[config.mk]
export PLATFORM = sky130hd
export DESIGN_NAME = frame_animation_sequencer_top
export DESIGN_NICKNAME = d
export VERILOG_FILES = /design/src/rtl/core/fas_pkg.sv /design/src/rtl/core/fas_ram.sv /design/src/rtl/core/fas_seq.sv /design/src/rtl/core/frame_animation_sequencer_top.sv
export VERILOG_INCLUDE_DIRS = /design/src /design/src/rtl/core
export SDC_FILE = /design/constraint.sdc
export NUM_CORES = 1
export LEC_CHECK = 0
export BUFFER_PORTS_ARGS = -buffer_cell sky130_fd_sc_hd__clkbuf_2
export CORE_ASPECT_RATIO = 0.8
export CORE_MARGIN = 5
export CORE_UTILIZATION = 56
export CTS_CLUSTER_DIAMETER = 30
export DETAILED_ROUTE_END_ITERATION = 10
export PLACE_DENSITY = 0.72
export SYNTH_ARGS = -nofsm -noshare
export SYNTH_HDL_FRONTEND = slang
export SYNTH_SLANG_ARGS = --single-unit
[constraint.sdc]
create_clock -name clock -period 5.07 [get_ports clock]
set_input_delay 1.521 -clock clock [delete_from_list [all_inputs] [get_ports clock]]
set_output_delay 1.521 -clock clock [all_outputs]
set_load 0.02 [all_outputs]
[src/rtl/core/assert_macros.svh]
// Assertion helpers. Both sample on the rising edge of clock and are off
// while reset is high.
`ifndef ASSERT_MACROS_SVH
`define ASSERT_MACROS_SVH

// Same-cycle implication.
`define FAS_ASSERT_NOW(label, ante, cons, msg) \
   label: assert property (@(posedge clock) disable iff (reset) (ante) |-> (cons)) \
      else $error(msg);

// Next-cycle implication.
`define FAS_ASSERT_NEXT(label, ante, cons, msg) \
   label: assert property (@(posedge clock) disable iff (reset) (ante) |=> (cons)) \
      else $error(msg);

`endif

[src/rtl/core/fas_pkg.sv]
// ----------------------------------------------------------------------------
// fas_pkg
// Types and codes shared by the frame animation sequencer modules.
// ----------------------------------------------------------------------------
`default_nettype none

package fas_pkg;

   // action codes
   localparam logic [1:0] ACT_TICK   = 2'd0;
   localparam logic [1:0] ACT_INSERT = 2'd1;
   localparam logic [1:0] ACT_REMOVE = 2'd2;

   // status codes
   localparam logic [1:0] STAT_OK      = 2'd0;
   localparam logic [1:0] STAT_BAD_POS = 2'd1;
   localparam logic [1:0] STAT_FULL    = 2'd2;

   typedef struct packed {
      logic [1:0]  action;
      logic [4:0]  position;
      logic [15:0] new_duration;
      logic [15:0] new_tile;
   } req_type;

   typedef struct packed {
      logic [1:0]  status;
      logic        animated;
      logic [3:0]  current_position;
      logic [15:0] current_tile;
   } rsp_type;

   // one frame list entry as stored in memory
   typedef struct packed {
      logic [15:0] duration;
      logic [15:0] tile;
   } frame_type;

   typedef enum logic [3:0] {
      S_IDLE,
      S_TICK,
      S_INS_RD,
      S_INS_WR,
      S_INS_PUT,
      S_REM_RD,
      S_REM_WR,
      S_FETCH,
      S_EMIT
   } state_type;

endpackage

`default_nettype wire

[src/rtl/core/fas_ram.sv]
// ----------------------------------------------------------------------------
// fas_ram
// Generic simple dual-port RAM: one write port, one read port, registered read.
// ----------------------------------------------------------------------------
`default_nettype none

module fas_ram #(
   parameter int WIDTH = 32,
   parameter int DEPTH = 16,
   localparam int AW = (DEPTH > 1) ? $clog2(DEPTH) : 1
) (
   input  logic             clock,
   input  logic             we,
   input  logic [AW-1:0]    waddr,
   input  logic [WIDTH-1:0] wdata,
   input  logic [AW-1:0]    raddr,
   output logic [WIDTH-1:0] rdata
);

   logic [WIDTH-1:0] mem_ff [DEPTH];
   logic [WIDTH-1:0] rdata_ff;

   always_ff @(posedge clock) begin
      if (we) begin
         mem_ff[waddr] <= wdata;
      end
      rdata_ff <= mem_ff[raddr];
   end

   assign rdata = rdata_ff;

endmodule

`default_nettype wire

[src/rtl/core/fas_seq.sv]
// ----------------------------------------------------------------------------
// fas_seq
// Sequencer: frame count, shown position, elapsed ticks and the edit sweeps
// that shift the frame memory one entry at a time.
// ----------------------------------------------------------------------------
`default_nettype none

module fas_seq #(
   parameter int MAX_FRAMES = 16,
   localparam int IW = $clog2(MAX_FRAMES),
   localparam int TW = $clog2(MAX_FRAMES + 1)
) (
   input  logic              clock,
   input  logic              reset,
   input  logic              start,
   output logic              busy,
   input  fas_pkg::req_type  req_item,
   output logic              mem_we,
   output logic [IW-1:0]     mem_waddr,
   output fas_pkg::frame_type mem_wdata,
   output logic [IW-1:0]     mem_raddr,
   input  fas_pkg::frame_type mem_rdata,
   output logic              emit,
   output fas_pkg::rsp_type  emit_item
);

   import fas_pkg::*;

   localparam int CW  = (TW > 5) ? TW : 5;
   localparam int TW1 = TW + 1;

   state_type     state_ff, state_in;
   logic [TW-1:0] total_ff, total_in;
   logic [IW-1:0] shown_ff, shown_in;
   logic [15:0]   elapsed_ff, elapsed_in;
   logic [IW-1:0] cursor_ff, cursor_in;
   req_type       req_ff, req_in;
   logic [1:0]    status_ff, status_in;

   logic          accept;
   logic [IW-1:0] pos_idx, pos_ff_idx, cursor_dec, shown_next;
   logic [CW-1:0] pos_ext, total_ext;
   logic          ins_bad, full, rem_bad, ins_shift, rem_more_idle, rem_more_wr;
   logic [15:0]   tick_inc;
   logic          advance, anim;

   assign accept     = start && (state_ff == S_IDLE);
   assign busy       = (state_ff != S_IDLE);
   assign pos_idx    = IW'(req_item.position);
   assign pos_ff_idx = IW'(req_ff.position);
   assign pos_ext    = CW'(req_item.position);
   assign total_ext  = CW'(total_ff);
   assign ins_bad    = pos_ext > total_ext;
   assign full       = total_ff == TW'(MAX_FRAMES);
   assign rem_bad    = pos_ext >= total_ext;
   assign ins_shift  = pos_ext != total_ext;
   assign rem_more_idle = (TW1'(pos_idx) + TW1'(1)) < TW1'(total_ff);
   assign rem_more_wr   = (TW1'(cursor_ff) + TW1'(2)) < TW1'(total_ff);
   assign cursor_dec = cursor_ff - IW'(1);
   assign anim       = total_ff != '0;

   // saturating tick and wrap to the first frame
   assign tick_inc   = (elapsed_ff == 16'hFFFF) ? elapsed_ff : elapsed_ff + 16'd1;
   assign advance    = tick_inc >= mem_rdata.duration;
   assign shown_next = ((TW'(shown_ff) + TW'(1)) == total_ff) ? '0 : shown_ff + IW'(1);

   // next state
   always_comb begin
      state_in = state_ff;
      unique case (state_ff)
         S_IDLE: begin
            if (accept) begin
               unique case (req_item.action)
                  ACT_TICK:   state_in = anim ? S_TICK : S_FETCH;
                  ACT_INSERT: begin
                     if (ins_bad || full) state_in = S_FETCH;
                     else if (ins_shift) state_in = S_INS_RD;
                     else                state_in = S_INS_PUT;
                  end
                  ACT_REMOVE: begin
                     if (!rem_bad && rem_more_idle) state_in = S_REM_RD;
                     else                           state_in = S_FETCH;
                  end
                  default:    state_in = S_FETCH;
               endcase
            end
         end
         S_TICK:    state_in = advance ? S_FETCH : S_IDLE;
         S_INS_RD:  state_in = S_INS_WR;
         S_INS_WR:  state_in = (cursor_dec == pos_ff_idx) ? S_INS_PUT : S_INS_RD;
         S_INS_PUT: state_in = S_FETCH;
         S_REM_RD:  state_in = S_REM_WR;
         S_REM_WR:  state_in = rem_more_wr ? S_REM_RD : S_FETCH;
         S_FETCH:   state_in = S_EMIT;
         S_EMIT:    state_in = S_IDLE;
         default:   state_in = S_IDLE;
      endcase
   end

   // register updates
   always_comb begin
      total_in   = total_ff;
      shown_in   = shown_ff;
      elapsed_in = elapsed_ff;
      cursor_in  = cursor_ff;
      req_in     = req_ff;
      status_in  = status_ff;
      unique case (state_ff)
         S_IDLE: begin
            if (accept) begin
               req_in    = req_item;
               status_in = STAT_OK;
               cursor_in = (req_item.action == ACT_INSERT) ? IW'(total_ff) : pos_idx;
               unique case (req_item.action)
                  ACT_INSERT: begin
                     if (ins_bad)   status_in = STAT_BAD_POS;
                     else if (full) status_in = STAT_FULL;
                  end
                  ACT_REMOVE: begin
                     if (rem_bad) begin
                        status_in = STAT_BAD_POS;
                     end else if (!rem_more_idle) begin
                        total_in   = total_ff - TW'(1);
                        shown_in   = '0;
                        elapsed_in = '0;
                     end
                  end
                  default: ;
               endcase
            end
         end
         S_TICK: begin
            if (advance) begin
               shown_in   = shown_next;
               elapsed_in = '0;
            end else begin
               elapsed_in = tick_inc;
            end
         end
         S_INS_WR:  cursor_in = cursor_dec;
         S_INS_PUT: begin
            total_in   = total_ff + TW'(1);
            shown_in   = '0;
            elapsed_in = '0;
         end
         S_REM_WR: begin
            cursor_in = cursor_ff + IW'(1);
            if (!rem_more_wr) begin
               total_in   = total_ff - TW'(1);
               shown_in   = '0;
               elapsed_in = '0;
            end
         end
         default: ;
      endcase
   end

   // memory and result outputs
   always_comb begin
      mem_raddr = shown_ff;
      mem_we    = 1'b0;
      mem_waddr = cursor_ff;
      mem_wdata = mem_rdata;
      emit      = 1'b0;
      emit_item.status           = status_ff;
      emit_item.animated         = anim;
      emit_item.current_position = 4'(shown_ff);
      emit_item.current_tile     = anim ? mem_rdata.tile : 16'd0;
      unique case (state_ff)
         S_TICK:   emit = !advance;
         S_INS_RD: mem_raddr = cursor_dec;
         S_INS_WR: mem_we = 1'b1;
         S_INS_PUT: begin
            mem_we    = 1'b1;
            mem_waddr = pos_ff_idx;
            mem_wdata.duration = req_ff.new_duration;
            mem_wdata.tile     = req_ff.new_tile;
         end
         S_REM_RD: mem_raddr = cursor_ff + IW'(1);
         S_REM_WR: mem_we = 1'b1;
         S_EMIT:   emit = 1'b1;
         default: ;
      endcase
   end

   always_ff @(posedge clock) begin
      if (reset) begin
         state_ff   <= S_IDLE;
         total_ff   <= '0;
         shown_ff   <= '0;
         elapsed_ff <= '0;
      end else begin
         state_ff   <= state_in;
         total_ff   <= total_in;
         shown_ff   <= shown_in;
         elapsed_ff <= elapsed_in;
      end
   end

   always_ff @(posedge clock) begin
      cursor_ff <= cursor_in;
      req_ff    <= req_in;
      status_ff <= status_in;
   end

endmodule

`default_nettype wire

[src/rtl/core/frame_animation_sequencer_top.sv]
// Sequence from accept to result: a tick that stays on its frame emits from the tick
//   state; every other item ends with fetch, then emit, after any shift (insert: read,
//   write per moved frame, then put; remove: read, write per moved frame).
// A new item is taken only while idle; the frame memory moves one entry at a time
//   (read, then write). Reset (synchronous, active high) empties the list
//   and clears position and elapsed ticks, not the memory; results never stall.
`default_nettype none
`include "assert_macros.svh"

module frame_animation_sequencer_top #(
   parameter int MAX_FRAMES = 16
) (
   input  logic             clock,
   input  logic             reset,
   input  logic             start,
   output logic             busy,
   input  fas_pkg::req_type req_item,
   output logic             rsp_valid,
   output fas_pkg::rsp_type rsp_item
);

   import fas_pkg::*;

   localparam int IW = $clog2(MAX_FRAMES);

   // frame memory port
   logic          mem_we;
   logic [IW-1:0] mem_waddr, mem_raddr;
   frame_type     mem_wdata, mem_rdata;

   // result from the sequencer, registered once more before the ports
   logic    emit;
   rsp_type emit_item;

   logic    rsp_valid_ff;
   rsp_type rsp_item_ff;

   // sequencer: owns frame count, shown position and elapsed ticks, and walks
   // the memory for insert/remove shifts
   fas_seq #(
      .MAX_FRAMES(MAX_FRAMES)
   ) u_seq (
      .clock     (clock),
      .reset     (reset),
      .start     (start),
      .busy      (busy),
      .req_item  (req_item),
      .mem_we    (mem_we),
      .mem_waddr (mem_waddr),
      .mem_wdata (mem_wdata),
      .mem_raddr (mem_raddr),
      .mem_rdata (mem_rdata),
      .emit      (emit),
      .emit_item (emit_item)
   );

   // frame list: duration and tile per entry
   fas_ram #(
      .WIDTH($bits(frame_type)),
      .DEPTH(MAX_FRAMES)
   ) u_frames (
      .clock (clock),
      .we    (mem_we),
      .waddr (mem_waddr),
      .wdata (mem_wdata),
      .raddr (mem_raddr),
      .rdata (mem_rdata)
   );

   // output register: each item's result shows for exactly one cycle
   always_ff @(posedge clock) begin
      if (reset) begin
         rsp_valid_ff <= 1'b0;
      end else begin
         rsp_valid_ff <= emit;
      end
   end

   always_ff @(posedge clock) begin
      rsp_item_ff <= emit_item;
   end

   assign rsp_valid = rsp_valid_ff;
   assign rsp_item  = rsp_item_ff;

   // an accepted item always makes the block busy in the following cycle
   `FAS_ASSERT_NEXT(a_accept_busy, start && !busy, busy, "accepted item did not set busy")
   // a result only follows work: the block was busy just before it
   `FAS_ASSERT_NOW(a_rsp_after_work, rsp_valid, $past(busy), "result without work")
   // an empty list shows position 0 and tile 0
   `FAS_ASSERT_NOW(a_empty_out, rsp_valid && !rsp_item.animated,
      rsp_item.current_tile == 16'd0 && rsp_item.current_position == 4'd0,
      "empty list shows a frame")
   // a full list cannot be empty
   `FAS_ASSERT_NOW(a_full_animated, rsp_valid && rsp_item.status == STAT_FULL,
      rsp_item.animated, "full status with empty list")

endmodule

`default_nettype wire
## Yosys cells after proc, flatten, opt, wreduce, memory -nomap -nowiden

Memories as Yosys holds them, arrays and structs flattened. A register that Yosys moved wholly into a read port is not among the register bits.
Index checks and enable logic that the tools add are counted.

- Add/subtract/negate cells: 9
- Order comparisons: 5
- Equality and inequality tests: 21
- Multiplexer cells: 46
- Reduce and logical (&&, ||, !) cells: 18

Operator list:

| cell | count |
|---|---|
| 2-to-1 mux 16 bit | 7 |
| one-hot mux 16 bit (4 select lines) | 1 |
| 2-to-1 mux 4 bit | 12 |
| 2-to-1 mux 32 bit | 1 |
| one-hot mux 4 bit (8 select lines) | 1 |
| 2-to-1 mux 5 bit | 5 |
| one-hot mux 4 bit (3 select lines) | 2 |
| adder 16 x 1 -> 16 bit (second input constant) | 1 |
| equality test 16 bit (second input constant) | 1 |
| equality test 4 x 3 -> 1 bit (second input constant) | 4 |
| greater-or-equal comparator 16 bit | 1 |
| one-hot mux 4 bit (4 select lines) | 1 |
| one-hot mux 5 bit (3 select lines) | 1 |
| < comparator 6 x 5 -> 1 bit | 2 |
| 2-to-1 mux 3 bit | 4 |
| AND reduction 6 bit | 2 |
| adder 4 x 1 -> 5 bit (second input constant) | 2 |
| adder 4 x 1 -> 4 bit (second input constant) | 2 |
| equality test 4 x 2 -> 1 bit (second input constant) | 2 |
| 2-to-1 mux 2 bit | 4 |
| != test 2 bit (second input constant) | 4 |
| one-hot mux 4 bit (2 select lines) | 1 |
| nonzero test 4 bit | 2 |
| AND reduction 7 bit | 1 |
| other kinds (27) | 35 |

- Register bits after elaboration: 95
- RAM bits: 512
- Input port bits: 42
- Output and inout port bits: 25
- Logic and storage cells: 114
- Memories: 1

Memories:

| memory | depth | bits a word | read ports | clocked after memory_dff | write ports | line | text |
|---|---|---|---|---|---|---|---|
| u_frames.mem_ff | 16 | 32 | 1 | 1 | 1 | fas_ram.sv:20 | `logic [WIDTH-1:0] mem_ff [DEPTH];` |

## Depth between registers and ports, before layout

- Depth in word-level cells: 7
- Gate-level depth with buffers: 15

## By module

Synthesis repeated with hierarchy kept, for this count alone.

- Cells, all modules: 1410
- Area, all modules: 25436.9 um2

Modules (own cells, without submodules):

| module | instances | cells each | area an instance (um2) |
|---|---|---|---|
| fas_ram | 1 | 838 | 19835.3 |
| fas_seq | 1 | 547 | 5107.4 |
| frame_animation_sequencer_top | 1 | 25 | 494.2 |

## Worst setup path after synthesis

No wires, ideal clock.

- Kind: register -> register
- Start point: register u_seq.state_ff[1]
- End point: memory u_frames.mem_ff[15][0] (enable)
- Arrival: 4727 ps
- Setup slack: -158 ps
- Stages on the path, launching flop included: 8
- Clock period less this slack: 5228 ps
- Cell sequence: dfxtp_1 buf_4 nand2b_1 nor3_2 inv_1 nor3_1 a31oi_1 nor4_1

- Cells in the longest elaborated chain, start to end: 5
- Elaborated cells on any way between the ends: 8

Ends and longest elaborated chain:

| element | line | text |
|---|---|---|
| from (decl) | fas_seq.sv:32 | `state_type state_ff, state_in;` |
| from (signal assigned) | fas_seq.sv:193 | `state_ff <= state_in;` |
| equality test 4 x 2 -> 1 bit or equality test 4 x 3 -> 1 bit (tied branches) | fas_seq.sv:169 | `unique case (state_ff)` |
| OR reduction 3 bit (no line) | n/a |  |
| 2-to-1 mux 1 bit | fas_seq.sv:169 |  |
| 2-to-1 mux 1 bit | fas_ram.sv:24 | `if (we) begin` |
| 2-to-1 mux 1 bit (implied by the code) | fas_ram.sv:25 | `mem_ff[waddr] <= wdata;` |
| to (decl) | fas_ram.sv:20 |  |

Parallel ways exist; a longest one is shown, timed or not.

## Worst setup path after layout

- Start point: register u_seq.elapsed_ff[0]
- End point: register u_seq.shown_ff[1]

- Cells in the longest elaborated chain, start to end: 5
- Elaborated cells on any way between the ends: 6

Ends and longest elaborated chain:

| element | line | text |
|---|---|---|
| from (decl) | fas_seq.sv:35 | `logic [15:0] elapsed_ff, elapsed_in;` |
| from (signal assigned) | fas_seq.sv:196 | `elapsed_ff <= elapsed_in;` |
| adder 16 x 1 -> 16 bit or equality test 16 bit (tied branches) | fas_seq.sv:63 | `assign tick_inc = (elapsed_ff == 16'hFFFF) ? elapsed_ff : elapsed_ff + 16'd1;` |
| 2-to-1 mux 16 bit (*) | fas_seq.sv:63 |  |
| greater-or-equal comparator 16 bit (*) | fas_seq.sv:64 | `assign advance = tick_inc >= mem_rdata.duration;` |
| != test 2 x 1 -> 1 bit (no line) (*) | n/a |  |
| AND reduction 7 bit (no line) (*) | n/a |  |
| to (signal assigned) | fas_seq.sv:195 | `shown_ff <= shown_in;` |
| to (decl) | fas_seq.sv:34 | `logic [IW-1:0] shown_ff, shown_in;` |

Every way passes the cells marked *; elsewhere a longest branch is shown, timed or not.
A chain may end at the register's enable or synchronous reset.

==> metrics.cfg <==
[layout]
final_cell_mix = 554 x edfxtp_1, 306 x nand2_1, 291 x a21oi_1
multi_input_area_sq_um = 7080
seqCellArea_sq_um = 18300
layout-drive-gt1-share_pct = 15.5
finalNetCount = 2127
num_antenna_cells = 0
final_common_cell = edfxtp_1
fill_cells = 3132
syn2layout_area_growth_pct = 18.8
fin_cells = 2743

[cts]
clk_pin_slew_ns = 0.05
cts_htree_levels = 3
insertion_delay_ns = 0.64
post_cts_buffers = 0
clockBufferDepth = 3
cts_buffers = 104
cts-root-buf = clkbuf_16
cts_tree = yes
clock_sinks = 639
holdBufCountCts = 0
ctsResizeCount = 0

[logic_synthesis]
synthAdderAreaFrac_pct = 2.25
synth_nets = 2034
synth-main-ff-cell = edfxtp_1
syn_area_sq_um = 25900
synth-async-reset-ratio_pct = 0
synth_edf_count = 554
yosys.area_share.simple_pct = 8.04
synth_top_family_by_area = compound AO/OA/AOI/OAI gates
synth_top_area_share_pct = 64.2
synthMuxAreaShare_pct = 1.16
synth-xor-area-share_pct = 1.01
synth-compound-area-share_pct = 14.1
yosysWarnings = 0
synthCells = 1946
ys_types = 68
ys_seq_area_share_pct = 70.8
yosys.area.top_type = edfxtp_1
ys_top_cells_by_area = edfxtp_1 64%, dfxtp_1 6.6%, a21oi_1 5.6%, nand2_1 4.4%, a22o_1 2.2%
syn_avg_cell_area_sq_um = 13.3
ys_ff_latch = 639

[floorplanning]
rows = 70
dieArea_sq_um = 50700
initial_core_util_pct = 56.7
core_sq_um = 45700
fp.dieW_um = 250
io_pins = 67
die_y_um = 202

[routing]
wl_met3_um = 4940
routed_via_density = 6.10
first_pass_iters = 5
wl_met2_um = 30100
highest_layer = met4
wire_per_inst_um = 22.6
drt_wl_total_um = 61900
wl_met1_um = 25900
ant_nets = 0
drc = 0
drt_iter0_drc = 2015
dr_total_vias = 16700

[global_route]
antenna_found_initial = 0
gr-usage-all-layers_pct = 24.1
grt_pass1_wl_um = 96000
grt_pass1_vias = 16800
grt_max_degree = 147
overflow = 0

[timing]
setup_tns_ns = 0
relSlewSlack_pct = 29.4
fmax_ghz = 0.230
finalCritPeriodShare_pct = 85.7
slew_violations = 0
grt_setup_unrepaired = false
worst_pin_slew_ns = 1.06
finalClockSkew_ns = 0.0191
hold_viol = 0
min_period_ns = 4.35
setup_viol = 0

[flow_run]
max_cap_viol_count = 0

[power]
p_leak_nw = 11.3
powerDensity_nw_per_um2 = 725
vdd_ir_drop_max_mv = 0.606

[place]
dp.cells = 2545
post-dp-hpwl_um = 31000
portBuffers = 66
gp_congestion = 0.834

[status]
status = complete, no violations

[worst_setup_path]
cp-end-kind = flip-flop
cp.arrival_ns = 4.86
critical-path-max-stage-delay_ns = 0.90
r2r_slack_ns = 0.72
path_class = flip-flop to flip-flop
worst_path_max_delay_cell = nor4_1
path_max_fanout = 24
cp.required_ns = 5.58
startpoint_type = flip-flop
crit_path_cell_trace = ha_1 -> nand4_1 -> nor4_1 -> or2_2 -> nor2_1 -> xor2_1 -> ha_1 -> nand3_1 -> a2111oi_0 -> o41ai_1 -> nand4b_1 -> buf_4 -> nor2b_1 -> nor2_1 -> a32o_1

[worst_hold_path]
hp-class = flip-flop to flip-flop

[state kept, by name (all words and copies together), names as in the netlist]
name / cells
u_frames.mem_ff: 512
u_frames.rdata: 32
u_seq.req_ff: 32
rsp_item: 23
u_seq.elapsed_ff: 16
u_seq.total_ext: 5
u_seq.cursor_ff: 4
u_seq.pos_ff_idx: 4
u_seq.shown_ff: 4
u_seq.state_ff: 4
u_seq.status_ff: 2
rsp_valid: 1
[per-stage QoR]
stage / util, % / setup WS, ns / cell area [sq um] / power [mW] / hold slack (ns)
final: 67.3 / 0.724 / 30800 / 22.3 / 0.339
after global routing: 67.3 / 0.401 / 30800 / 23.4 / 0.347
after CTS: 67.3 / 0.817 / 30800 / 22.4 / 0.339
after detailed placement: 59.2 / 0.861 / 27100 / 14.9 / 0.328
after global placement: 59.2 / 1.07 / 27100 / 14.7 / 0.326
after floorplan: - / 0.0743 / 25900 / 12.8 / 0.323
[kinds of logic (layout without fill, tap and decap cells)]
| kind of cell | count (synthesis) | count (layout) |
|---|---|---|
| AND/OR/NAND/NOR | 472 | 472 |
| AO/OA/AOI/OAI | 575 | 575 |
| flip-flops | 639 | 639 |
| adder cells (fa/ha/maj) | 46 | 46 |
| XOR/XNOR | 30 | 30 |
| multiplexers | 26 | 26 |
| buffers and inverters | 158 | 343 |
[power by group]
| part | internal, mW | switching [mW] |
|---|---|---|
| combinational | 2.50 | 4.82 |
| clock | 4.84 | 2.51 |
| sequential | 7.31 | 0.322 |
| total | 14.6 | 7.65 |
[synthesized netlist by cell type (all sizes together) (6+ instances only)]
library cell / instances
a21o: 7
a21oi: 291
a221o: 32
a22o: 65
a22oi: 68
a31oi: 10
buf: 54
clkbuf: 68
dfxtp: 85
edfxtp: 554
ha: 45
inv: 36
mux2: 19
mux2i: 6
nand2: 306
nand3: 14
nand4: 10
nor2: 54
nor2b: 25
nor3: 11
nor4: 7
o21ai: 31
o22ai: 34
or3: 10
xnor2: 14
xor2: 16
[final timing paths]
kind / start / end / cells after the start
hold reg to reg: u_seq.status_ff[0] / rsp_item[21] / 0
hold / removal: u_seq.status_ff[0] / rsp_item[21] / 0
setup / recovery: u_seq.elapsed_ff[0] / u_seq.shown_ff[1] / 15
setup reg to reg: u_seq.elapsed_ff[0] / u_seq.shown_ff[1] / 15
[cell type report]
type / instances / share of cell area [%]
flip-flops and latches: 639 / 59.6
clock buffers: 124 / 8.97
multi-input cells: 1149 / 23.0
clock inverters: 74 / 3.10
inverters: 36 / 0.439
repair buffers: 109 / 2.41
well taps: 612 / 2.49
[worst max-delay path: cells and delay by family (launching register included)]
kind                     cells  cell delay, ns
AO/OA/AOI/OAI                3            0.81
XOR/XNOR                     1            0.18
adder cells (fa/ha/maj)      2            0.54
buffers and inverters        1            0.26
flip-flops                   1            0.42
AND/OR/NAND/NOR              8            2.02
[metal layers]
layer	vias up	track usage (%)
li1	7598	-
met1	8323	33.5
met2	709	39.8
met3	96	5.15
met4	0	5.77
met5	-	0
Power figures use the tool's default switching activity.
